`config.mk`:
```
export PLATFORM = sky130hd
export DESIGN_NAME = spl_lane
export DESIGN_NICKNAME = d
export VERILOG_FILES = /design/src/sv/stereo_peak_limiter_top_assert.svh /design/src/sv/spl_pkg.sv /design/src/sv/spl_lane.sv
export SDC_FILE = /design/constraint.sdc
export NUM_CORES = 1
export LEC_CHECK = 0
export ABC_AREA = 1
export BUFFER_PORTS_ARGS = -buffer_cell sky130_fd_sc_hd__buf_4
export CAP_MARGIN = 15
export CORE_AREA = 2 2 231 233
export DETAILED_ROUTE_END_ITERATION = 8
export DIE_AREA = 0 0 233 235
export PLACE_DENSITY_LB_ADDON = 0.25
export RECOVER_POWER = 25
export SETUP_SLACK_MARGIN = 0.3
export SYNTH_ARGS = -nofsm -noshare
export SYNTH_HDL_FRONTEND = slang
export SYNTH_SLANG_ARGS = --single-unit
```
`constraint.sdc`:
```
create_clock -name clk -period 8.2 [get_ports clk]
set_input_delay 1.23 -clock clk [delete_from_list [all_inputs] [get_ports clk]]
set_output_delay 1.23 -clock clk [all_outputs]
set_load 0.05 [all_outputs]
```
`src/sv/stereo_peak_limiter_top_assert.svh`:
```
// Assertion macros for the stereo peak limiter top level.
// Expects clk and rst_n in the scope of the module that uses them.
`ifndef STEREO_PEAK_LIMITER_TOP_ASSERT_SVH
`define STEREO_PEAK_LIMITER_TOP_ASSERT_SVH

// Same-cycle implication, checked outside reset.
`define SPL_ASSERT_SAME(label, cond, prop, msg) \
  label: assert property (@(posedge clk) disable iff (!rst_n) (cond) |-> (prop)) \
    else $error(msg);

// Next-cycle implication, checked outside reset.
`define SPL_ASSERT_NEXT(label, cond, prop, msg) \
  label: assert property (@(posedge clk) disable iff (!rst_n) (cond) |=> (prop)) \
    else $error(msg);

`endif

```
`src/sv/spl_pkg.sv`:
```
// Shared types and constants for the stereo peak limiter.
// Used by spl_lane, spl_div and stereo_peak_limiter_top; no dependencies.
package spl_pkg;

  localparam int SAMP_W  = 24;
  localparam int GAIN_W  = 25;
  localparam int COEF_W  = 24;
  localparam int CEIL_W  = 23;
  localparam int QUO_W   = 24;
  localparam int CFG_W   = 24;
  localparam int CH_MAX  = 2;

  localparam logic [GAIN_W-1:0] UNITY_GAIN = 25'd16777216;

  localparam logic [CEIL_W-1:0] CEIL_RST    = 23'd1013012;
  localparam logic [COEF_W-1:0] ATTACK_RST  = 24'd16345947;
  localparam logic [COEF_W-1:0] RELEASE_RST = 24'd16759751;

  localparam logic signed [SAMP_W-1:0] SAMP_MAX = 24'sh7FFFFF;
  localparam logic signed [SAMP_W-1:0] SAMP_MIN = 24'sh800000;

  typedef logic [1:0] cfg_idx_t;
  localparam cfg_idx_t CFG_CEILING = 2'd0;
  localparam cfg_idx_t CFG_ATTACK  = 2'd1;
  localparam cfg_idx_t CFG_RELEASE = 2'd2;

  typedef struct packed {
    logic signed [SAMP_W-1:0] sample_left;
    logic signed [SAMP_W-1:0] sample_right;
  } in_t;

  typedef struct packed {
    logic signed [SAMP_W-1:0] out_left;
    logic signed [SAMP_W-1:0] out_right;
    logic [GAIN_W-1:0]        gain_now;
  } out_t;

  typedef struct packed {
    logic load;
    logic mul;
  } lane_ctl_t;

  typedef struct packed {
    logic busy;
    logic done;
  } div_stat_t;

endpackage

```
`src/sv/spl_lane.sv`:
```
// One channel lane: holds the sample, reports its magnitude, applies the gain.
// Depends on spl_pkg.
module spl_lane
  import spl_pkg::*;
(
  input  logic                     clk,
  input  lane_ctl_t                ctl,
  input  logic signed [SAMP_W-1:0] sample,
  input  logic [GAIN_W-1:0]        gain,
  output logic [SAMP_W-1:0]        mag,
  output logic signed [SAMP_W-1:0] res
);

  localparam int PROD_W = SAMP_W + GAIN_W + 1;

  logic signed [SAMP_W-1:0] sample_r;
  logic signed [PROD_W-1:0] prod_r;
  logic signed [PROD_W-1:0] prod_nxt;
  logic signed [PROD_W-25:0] quo;

  assign prod_nxt = PROD_W'(sample_r * $signed({1'b0, gain}));

  always_ff @(posedge clk) begin
    if (ctl.load) begin
      sample_r <= sample;
    end
    if (ctl.mul) begin
      prod_r <= prod_nxt;
    end
  end

  // Most negative sample maps to 2^23, which still fits unsigned.
  assign mag = sample_r[SAMP_W-1] ? SAMP_W'(~sample_r + 1'b1) : SAMP_W'(sample_r);

  // Arithmetic shift floors toward minus infinity, then clamp.
  assign quo = prod_r[PROD_W-1:24];

  always_comb begin
    if (quo[PROD_W-25] != quo[SAMP_W-1] || quo[PROD_W-26] != quo[SAMP_W-1]) begin
      res = quo[PROD_W-25] ? SAMP_MIN : SAMP_MAX;
    end else begin
      res = quo[SAMP_W-1:0];
    end
  end

endmodule

```
==> results.json <==
{
  "syn_nets": 3790,
  "status": "finished with violations",
  "grt_pass1_vias": 19560,
  "yosysSeqAreaShare_pct": 6.418,
  "routed-via-count": 18340,
  "fin_area_sq_um": 25000,
  "end_kind": "register",
  "final_cell_count_no_fill": 3747,
  "ys.flop_type": "edfxtp_1",
  "synthTopCellsByCount": "inv_1, nand2_1, fa_1, ha_1, nor2_1",
  "cts.clk_slew.worst_paths_ns": 0.08,
  "fillers": 5182,
  "netlist.area_leader.share_pct": 43.05,
  "critPathKind": "in2reg",
  "placed_area_sq_um": 24820,
  "antenna_found_initial": 1,
  "port_buffers": 99,
  "cts_made_buffers": 5,
  "cap_violations": 1,
  "cp_max_fo": 24,
  "drt.antenna.violating_nets": 0,
  "maxSlewHeadroom_pct": -0.1617,
  "drcViolationCount": 0,
  "wl_per_cell_um": 18.15,
  "hpwl_um": 58200,
  "worstHoldPathType": "in2reg",
  "drt_wl_total_um": 68020,
  "cp_data_arrival_time_ns": 7.37,
  "grt_max_degree": 27,
  "synth_area_leader_cell": "fa_1",
  "postSynthCellCount": 3034,
  "cts_hold_buf": 0,
  "num-nets-final": 3814,
  "violations": "capacitance limit, slew limit",
  "finalSetupViolCount": 0,
  "synth-seq-cells": 50,
  "core_area_sq_um": 52240,
  "place_inst": 3739,
  "dieArea_sq_um": 54760,
  "holdPathStages": 1,
  "cts_sinks": 50,
  "grt_overflow_total": 0,
  "worstSkewPairLatency_ns": 0.31,
  "synth.distinct_cells": 41,
  "ys_warn_count": 0,
  "antenna_cells": 0,
  "fp-row-count": 84,
  "pin_count": 100,
  "cp-start-kind": "input port",
  "die_w_um": 233,
  "worst_ep_required_time_ns": 8.26,
  "slew_viol_final": 24,
  "post_cts_resized": 0,
  "cts_setup_buffers": 0,
  "period_minus_slack_ns": 7.319,
  "cts_root_buf": "clkbuf_16",
  "yosys-top-cells-area": "fa_1, inv_1, nand2_1",
  "grt_pass1_wl_um": 109300,
  "rsz0062_at_grt": "no",
  "netlist_area_sq_um": 23390,
  "grt_usage_pct": 26.10,
  "chipHeight_um": 235,
  "cts_max_level": 2,
  "worst_pin_slew_ns": 1.502,
  "finalClockSkew_ns": 0.01374,
  "gp_congestion": 0.9242,
  "drive_gt1_share_pct": 6.702,
  "start_util_pct": 44.78,
  "finalHoldViolCount": 0,
  "tritoncts": "yes",
  "post-route-period-util_pct": 89.26,
  "drt_iter0_drc": 1211,
  "cts.path.max_buffers": 2,
  "fmax_ghz": 0.1366,
  "synth-edff-count": 50,
  "final_util_pct": 47.87,
  "ff2ff_path_depth": 22,
  "fin_setup_tns_ns": 0,
  "avgSynthCellArea_sq_um": 7.710,
  "dr.pass1.iters": 5,
  "synth_most_common_cell": "inv_1",
  "synthToLayoutAreaGrowth_pct": 6.889,
  "async_flop_share_pct": 0,
  "routed_via_density": 4.895
}
[state kept, by name, summed over array words and instances (netlist names)]
name,flops
prod_r,26
sample_r,24
[through the flow]
stage,setup WS [ns],hold slack [ns]
after floorplan,1.521,0.9657
after global placement,0.5996,1.408
after detailed placement,0.5711,1.410
after CTS,0.8701,1.087
after global routing,0.6546,1.111
final,0.8811,1.115
[cells in the final DEF, fill, tap and decap left out, types with 4 or more instances in the layout]
cell type / synthesis / routed
o21ai_1: 6 / 7
or2_2: 15 / 15
inv_1: 955 / 955
clkbuf_4: 0 / 23
fa_1: 503 / 503
nor2_1: 121 / 121
nand4_1: 12 / 12
xnor2_1: 12 / 12
nand3_2: 4 / 4
nor2_2: 6 / 6
clkbuf_16: 0 / 5
buf_4: 1 / 122
a21oi_1: 59 / 59
inv_2: 14 / 14
o21bai_1: 8 / 8
xor2_1: 23 / 23
nand2_1: 771 / 771
o21ai_0: 51 / 50
nand3_1: 40 / 40
a21o_1: 9 / 9
nor3_1: 11 / 11
edfxtp_1: 50 / 50
ha_1: 201 / 201
nand2_2: 6 / 6
a21boi_0: 5 / 5
[worst paths after layout]
path                          startpoint                     to  slack, ns
setup / recovery                gain[19]   prod_r[42]$_DFFE_PP_       0.88
hold / removal                 sample[4]  sample_r[4]$_DFFE_PP_       1.12
setup reg to reg  sample_r[13]$_DFFE_PP_   prod_r[42]$_DFFE_PP_       0.91
hold reg to reg   sample_r[23]$_DFFE_PP_   prod_r[49]$_DFFE_PP_       1.55
[area by class of cell]
| type | count | area (sq um) | share of cell area, % |
|---|---|---|---|
| clock buffers | 5 | 125.1 | 0.5004 |
| flip-flops and latches | 50 | 1501 | 6.005 |
| inverters | 969 | 3637 | 14.55 |
| multi-input cells | 1885 | 17710 | 70.85 |
| well taps | 688 | 860.8 | 3.443 |
| repair buffers | 147 | 1096 | 4.383 |
| clock inverters | 3 | 68.82 | 0.2752 |
[critical path: stages]
cell and delay [ns]:
buf_4 0.30, nand2_1 0.13, fa_1 0.56, inv_1 0.07, fa_1 0.58, fa_1 0.45
fa_1 0.66, fa_1 0.49, fa_1 0.49, inv_1 0.05, fa_1 0.52, inv_1 0.05
ha_1 0.37, nand2_1 0.16, inv_1 0.05, a21oi_1 0.23, nor2_1 0.07, nor2_1 0.28
o21ai_0 0.15, nor2_1 0.22, nand3_1 0.11, nand2_1 0.06, nand2_1 0.06
[kinds of logic (layout without fill, tap and decap cells)]
kind of cell / Yosys count / count (layout) / share of synthesized area [%]
AND/OR/NAND/NOR: 996 / 996 / 17.01
AO/OA/AOI/OAI: 150 / 150 / 3.605
adder cells (fa/ha/maj): 704 / 704 / 53.80
flip-flops: 50 / 50 / 6.418
buffers and inverters: 1099 / 1124 / 17.85
XOR/XNOR: 35 / 35 / 1.310
[metal layers]
layer  track usage (%)  vias to the layer above  wire length [um]
li1                  -                     8569                 -
met1             36.14                     9098             29460
met2             42.16                      587             31620
met3             4.879                       87              4986
met4             6.678                        2              1942
met5                 0                        -                 9
Power is not shown: default switching activity piles up to over one toggle a cycle in this logic, so the estimate is an artifact.
