File: src/sv/stereo_peak_limiter_top_assert.svh
// Assertion macros for the stereo peak limiter top level.
// Expects clk and rst_n in the scope of the module that uses them.
`ifndef STEREO_PEAK_LIMITER_TOP_ASSERT_SVH
`define STEREO_PEAK_LIMITER_TOP_ASSERT_SVH

// Same-cycle implication, checked outside reset.
`define SPL_ASSERT_SAME(label, cond, prop, msg) \
  label: assert property (@(posedge clk) disable iff (!rst_n) (cond) |-> (prop)) \
    else $error(msg);

// Next-cycle implication, checked outside reset.
`define SPL_ASSERT_NEXT(label, cond, prop, msg) \
  label: assert property (@(posedge clk) disable iff (!rst_n) (cond) |=> (prop)) \
    else $error(msg);

`endif

File: src/sv/spl_pkg.sv
// Shared types and constants for the stereo peak limiter.
// Used by spl_lane, spl_div and stereo_peak_limiter_top; no dependencies.
package spl_pkg;

  localparam int SAMP_W  = 24;
  localparam int GAIN_W  = 25;
  localparam int COEF_W  = 24;
  localparam int CEIL_W  = 23;
  localparam int QUO_W   = 24;
  localparam int CFG_W   = 24;
  localparam int CH_MAX  = 2;

  localparam logic [GAIN_W-1:0] UNITY_GAIN = 25'd16777216;

  localparam logic [CEIL_W-1:0] CEIL_RST    = 23'd1013012;
  localparam logic [COEF_W-1:0] ATTACK_RST  = 24'd16345947;
  localparam logic [COEF_W-1:0] RELEASE_RST = 24'd16759751;

  localparam logic signed [SAMP_W-1:0] SAMP_MAX = 24'sh7FFFFF;
  localparam logic signed [SAMP_W-1:0] SAMP_MIN = 24'sh800000;

  typedef logic [1:0] cfg_idx_t;
  localparam cfg_idx_t CFG_CEILING = 2'd0;
  localparam cfg_idx_t CFG_ATTACK  = 2'd1;
  localparam cfg_idx_t CFG_RELEASE = 2'd2;

  typedef struct packed {
    logic signed [SAMP_W-1:0] sample_left;
    logic signed [SAMP_W-1:0] sample_right;
  } in_t;

  typedef struct packed {
    logic signed [SAMP_W-1:0] out_left;
    logic signed [SAMP_W-1:0] out_right;
    logic [GAIN_W-1:0]        gain_now;
  } out_t;

  typedef struct packed {
    logic load;
    logic mul;
  } lane_ctl_t;

  typedef struct packed {
    logic busy;
    logic done;
  } div_stat_t;

endpackage

File: src/sv/spl_div.sv
// Restoring divider: (ceiling * 2^24) / peak, one quotient bit per cycle.
// Requires ceiling < peak so the quotient fits 24 bits. Depends on spl_pkg.
module spl_div
  import spl_pkg::*;
(
  input  logic              clk,
  input  logic              rst_n,
  input  logic              start,
  input  logic [CEIL_W-1:0] dividend,
  input  logic [SAMP_W-1:0] divisor,
  output div_stat_t         stat,
  output logic [QUO_W-1:0]  quotient
);

  localparam int CNT_W = $clog2(QUO_W + 1);

  logic [SAMP_W-1:0] rem_r;
  logic [SAMP_W-1:0] dvs_r;
  logic [QUO_W-1:0]  quo_r;
  logic [CNT_W-1:0]  cnt_r;
  logic              busy_r;
  logic              done_r;
  logic [SAMP_W:0]   shifted;
  logic              fits;

  assign shifted = {rem_r, 1'b0};
  assign fits    = shifted >= {1'b0, dvs_r};

  always_ff @(posedge clk) begin
    if (!rst_n) begin
      busy_r <= 1'b0;
      done_r <= 1'b0;
      cnt_r  <= '0;
    end else begin
      done_r <= 1'b0;
      if (start) begin
        busy_r <= 1'b1;
        cnt_r  <= CNT_W'(QUO_W);
      end else if (busy_r) begin
        cnt_r <= cnt_r - 1'b1;
        if (cnt_r == CNT_W'(1)) begin
          busy_r <= 1'b0;
          done_r <= 1'b1;
        end
      end
    end
  end

  always_ff @(posedge clk) begin
    if (start) begin
      rem_r <= SAMP_W'(dividend);
      dvs_r <= divisor;
      quo_r <= '0;
    end else if (busy_r) begin
      // Remainder stays below the divisor, so the top bit drops cleanly.
      rem_r <= fits ? SAMP_W'(shifted - {1'b0, dvs_r}) : shifted[SAMP_W-1:0];
      quo_r <= {quo_r[QUO_W-2:0], fits};
    end
  end

  assign stat.busy = busy_r;
  assign stat.done = done_r;
  assign quotient  = quo_r;

endmodule

File: config.mk
export PLATFORM = sky130hd
export DESIGN_NAME = spl_div
export DESIGN_NICKNAME = d
export VERILOG_FILES = /design/src/sv/stereo_peak_limiter_top_assert.svh /design/src/sv/spl_pkg.sv /design/src/sv/spl_div.sv
export SDC_FILE = /design/constraint.sdc
export NUM_CORES = 1
export LEC_CHECK = 0
export ABC_AREA = 0
export BUFFER_PORTS_ARGS = -buffer_cell sky130_fd_sc_hd__buf_4
export CORE_UTILIZATION = 50
export DETAILED_ROUTE_END_ITERATION = 6
export GPL_TIMING_DRIVEN = 1
export PLACE_DENSITY = 0.78
export SYNTH_ARGS = -nofsm -noshare
export SYNTH_HDL_FRONTEND = slang
export SYNTH_SLANG_ARGS = --single-unit
File: constraint.sdc
create_clock -name clk -period 7.7 [get_ports clk]
set_input_delay 0.385 -clock clk [delete_from_list [all_inputs] [get_ports clk]]
set_output_delay 0.385 -clock clk [all_outputs]
set_load 0.05 [all_outputs]
==> results.md <==
- Fin. Hold Viols: 0
- Synthesized cell area: 0.00446 mm2
- Yosys warnings: 0
- CTS clk-pin slew, worst paths: 0.09 ns
- CP arrival: 3.78 ns
- Power Density: 274 mW/mm2
- DIE WIDTH: 96.5 um
- Final wirelength: 9.49 mm
- Crit path max-delay family: compound AO/OA/AOI/OAI gates
- Peak VDD IR: 106 uV
- DR vias: 3385
- Core footprint: 0.00868 mm2
- EDFF count, synth: 47
- Routability-driven placement congestion ratio: 0.874
- Area grow syn2layout: 18.9%
- Share of cells above drive strength 1: 20.9%
- Fmax: 0.272 GHz
- WS Path Type: register to register
- Global-route wire length before repair: 15.6 mm
- Worst-path fanout max: 20
- Vias per inst: 5.51
- Int Pwr: 0.000946 W
- IO Pins: 76
- Number of port buffers: 75
- Most used DFF post-synth: edfxtp_1
- CTS tree: built
- Row cnt: 34
- Worst slew margin: 36.9%
- Synthesized flop and latch total: 79
- Die Ht: 96.5 um
- Average cell area after synthesis: 10.3 um2
- Switch Pwr: 0.000506 W
- Starting Density: 51.4%
- Leak: 2.33 nW
- Total CTS buffers: 9
- Gr usage total: 22.0%
- Final setup viols: 0
- Syn nets: 511
- Ys async rst share: 0%
- Initial antenna violation count: 0
- Root Buffer: clkbuf_8
- Clock Skew: 0.00843 ns
- CP max stage delay: 0.55 ns
- DRT Pass-1 Iters: 4
- Hold WC Path Type: input pin to register
- # hold bufs at CTS: 0
- 1st-iter DRT viols: 139
- Residual DRC: 0
- H-Tree Depth: 3
- Unrepaired setup endpoints after global routing: false
- Post-route antenna net violation count: 0
- Final Hold Slack: 0.196 ns
- Clock power share: 23.4%
- Number of diodes: 0
- Max Slew Vio Count: 0
- Clock sinks: 79
- Total Power: 0.00145 W
- Net Sw Frac: 34.9%
- Run status: finished, final reports clean
- Req. time, crit path: 7.81 ns
- Longest Clk Path Bufs: 2
- Max-cap viol count: 0
- Buf/Inv on CP: 1
- Power share of the sequential group: 37.2%
- Slew @ Worst Pin: 0.946 ns
- Min cycle time layout: 3.67 ns
- Setup TNS: 0 ns
- Gate power share: 39.5%
- Worst skew pair latency: 0.36 ns
- Post-DP HPWL: 6.76 mm
- Startpoint Class: register
- Gate Count Post-Synth: 434
- Post-CTS Setup Inserts: 0
- Die area: 0.00930 mm2
- DR WL/cell: 15.5 um
- Final worst-path cycle share: 47.7%
- Nets: 579
- PostCTS Resize Cnt: 0
- CP endpoint kind: register
- CP max stage cell: o21ai_2
- Sequential cell area fraction in the yosys report: 46.0%
- Vias in the first global route: 3378
- Total grt overflow: 0
- Distinct cells, synth: 52
- Pin count of the biggest net entering global routing: 92
- CP cell instances: ha_1 -> nor2b_1 -> o31a_1 -> o21a_1 -> a31oi_4 -> o211ai_2 -> a31oi_1 -> o21ai_2 -> buf_4 -> mux2_1 -> mux2_2
## per-stage QoR
stage          cell area [um2]  setup WS (ns)  instances  util (%)
5_1_grt                   5300           3.81        614      61.1
6_report                  5300           4.03        614      61.1
3_3_place_gp              5080           4.23        599      58.5
2_1_floorplan             4460           4.61        434         -
3_5_place_dp              5080           4.05        599      58.5
4_1_cts                   5300           4.03        614      61.1
## cells in the final DEF (no fill, tap or decap), drive strengths merged, types with 8 or more instances in the layout
cell    instances
a21oi          18
edfxtp         47
mux2i          28
dfxtp          32
xor2           14
mux2           12
inv            36
nand2          26
xnor2           9
o21ai          19
a21o            9
buf            78
o211ai          9
clkbuf         12
nor2           47
nor3b           8
ha             26
## final cells by class
| type | instances | area [um2] |
|---|---|---|
| clock buffer | 12 | 199 |
| tap | 108 | 135 |
| inverter | 34 | 128 |
| multi-input combinational | 300 | 2180 |
| clock inverter | 3 | 26.3 |
| sequential | 79 | 2050 |
| timing repair buffer | 78 | 586 |
| fill | 751 | 3380 |
## kinds of logic after synthesis
| group | count (synthesis) | share of synthesized area, % |
|---|---|---|
| multiplexers | 40 | 9.48 |
| AO/OA/AOI/OAI | 89 | 13.9 |
| adder cells (fa/ha/maj) | 27 | 7.74 |
| buffers and inverters | 55 | 5.19 |
| XOR/XNOR | 23 | 4.52 |
| flip-flops | 79 | 46.0 |
| AND/OR/NAND/NOR | 121 | 13.1 |
## final timing paths
check / startpoint / endpoint / slack [ns] / depth (start not counted)
worst max-delay path: rem_r[0]$_DFFE_PP_ / rem_r[12]$_DFFE_PP_ / 4.03 / 11
worst min-delay path: divisor[18] / dvs_r[18]$_DFFE_PP_ / 0.20 / 1
worst max register to register: rem_r[0]$_DFFE_PP_ / rem_r[12]$_DFFE_PP_ / 4.03 / 11
worst min register to register: rem_r[23]$_SDFFE_PP0P_ / rem_r[23]$_SDFFE_PP0P_ / 0.50 / 2
## cell usage after synthesis, types with 4 or more instances
| master | instances | share of area (%) |
|---|---|---|
| clkbuf_1 | 10 | 0.84 |
| mux2_1 | 4 | 1.0 |
| a31oi_1 | 4 | 0.56 |
| a21oi_1 | 18 | 2.0 |
| nor2_1 | 47 | 4.0 |
| o21a_1 | 5 | 0.84 |
| buf_1 | 5 | 0.42 |
| dfxtp_1 | 32 | 14 |
| o211ai_1 | 8 | 1.3 |
| mux2_2 | 6 | 1.5 |
| a211oi_1 | 5 | 0.84 |
| inv_1 | 34 | 2.9 |
| xnor2_1 | 9 | 1.8 |
| a221o_1 | 7 | 1.6 |
| a21o_1 | 9 | 1.5 |
| nor3_1 | 7 | 0.79 |
| nand3_1 | 6 | 0.67 |
| o21ai_1 | 6 | 0.67 |
| or3b_1 | 5 | 0.98 |
| nor3b_1 | 8 | 1.3 |
| nand2b_1 | 5 | 0.70 |
| nand2_1 | 26 | 2.2 |
| nand4_1 | 5 | 0.70 |
| xor2_1 | 14 | 2.7 |
| ha_1 | 26 | 7.3 |
| o21ai_0 | 12 | 1.3 |
| mux2i_1 | 28 | 6.3 |
| edfxtp_1 | 47 | 32 |
## registers in the layout, summed over array words and instances (netlist names)
register and flops:
busy_r 1, cnt_r 5, done_r 1, dvs_r 24, quotient 24, rem_r 24
## layer usage
layer / vias up / share of wire (%) / track usage (%)
met5: - / 0 / 0
met4: 0 / 0.83 / 5.27
met3: 9 / 6.8 / 6.49
met2: 96 / 47 / 37.6
met1: 1585 / 45 / 27.1
li1: 1695 / - / -
## power by group through the flow
stage               logic, W  clock network [W]  registers [W]
floorplan           0.000453                  0       0.000542
global placement    0.000546                  0       0.000546
detailed placement  0.000565                  0       0.000548
CTS                 0.000570           0.000348       0.000539
global route        0.000638           0.000361       0.000546
finish              0.000573           0.000340       0.000539
No activity file was read; power rests on OpenSTA's default activity.
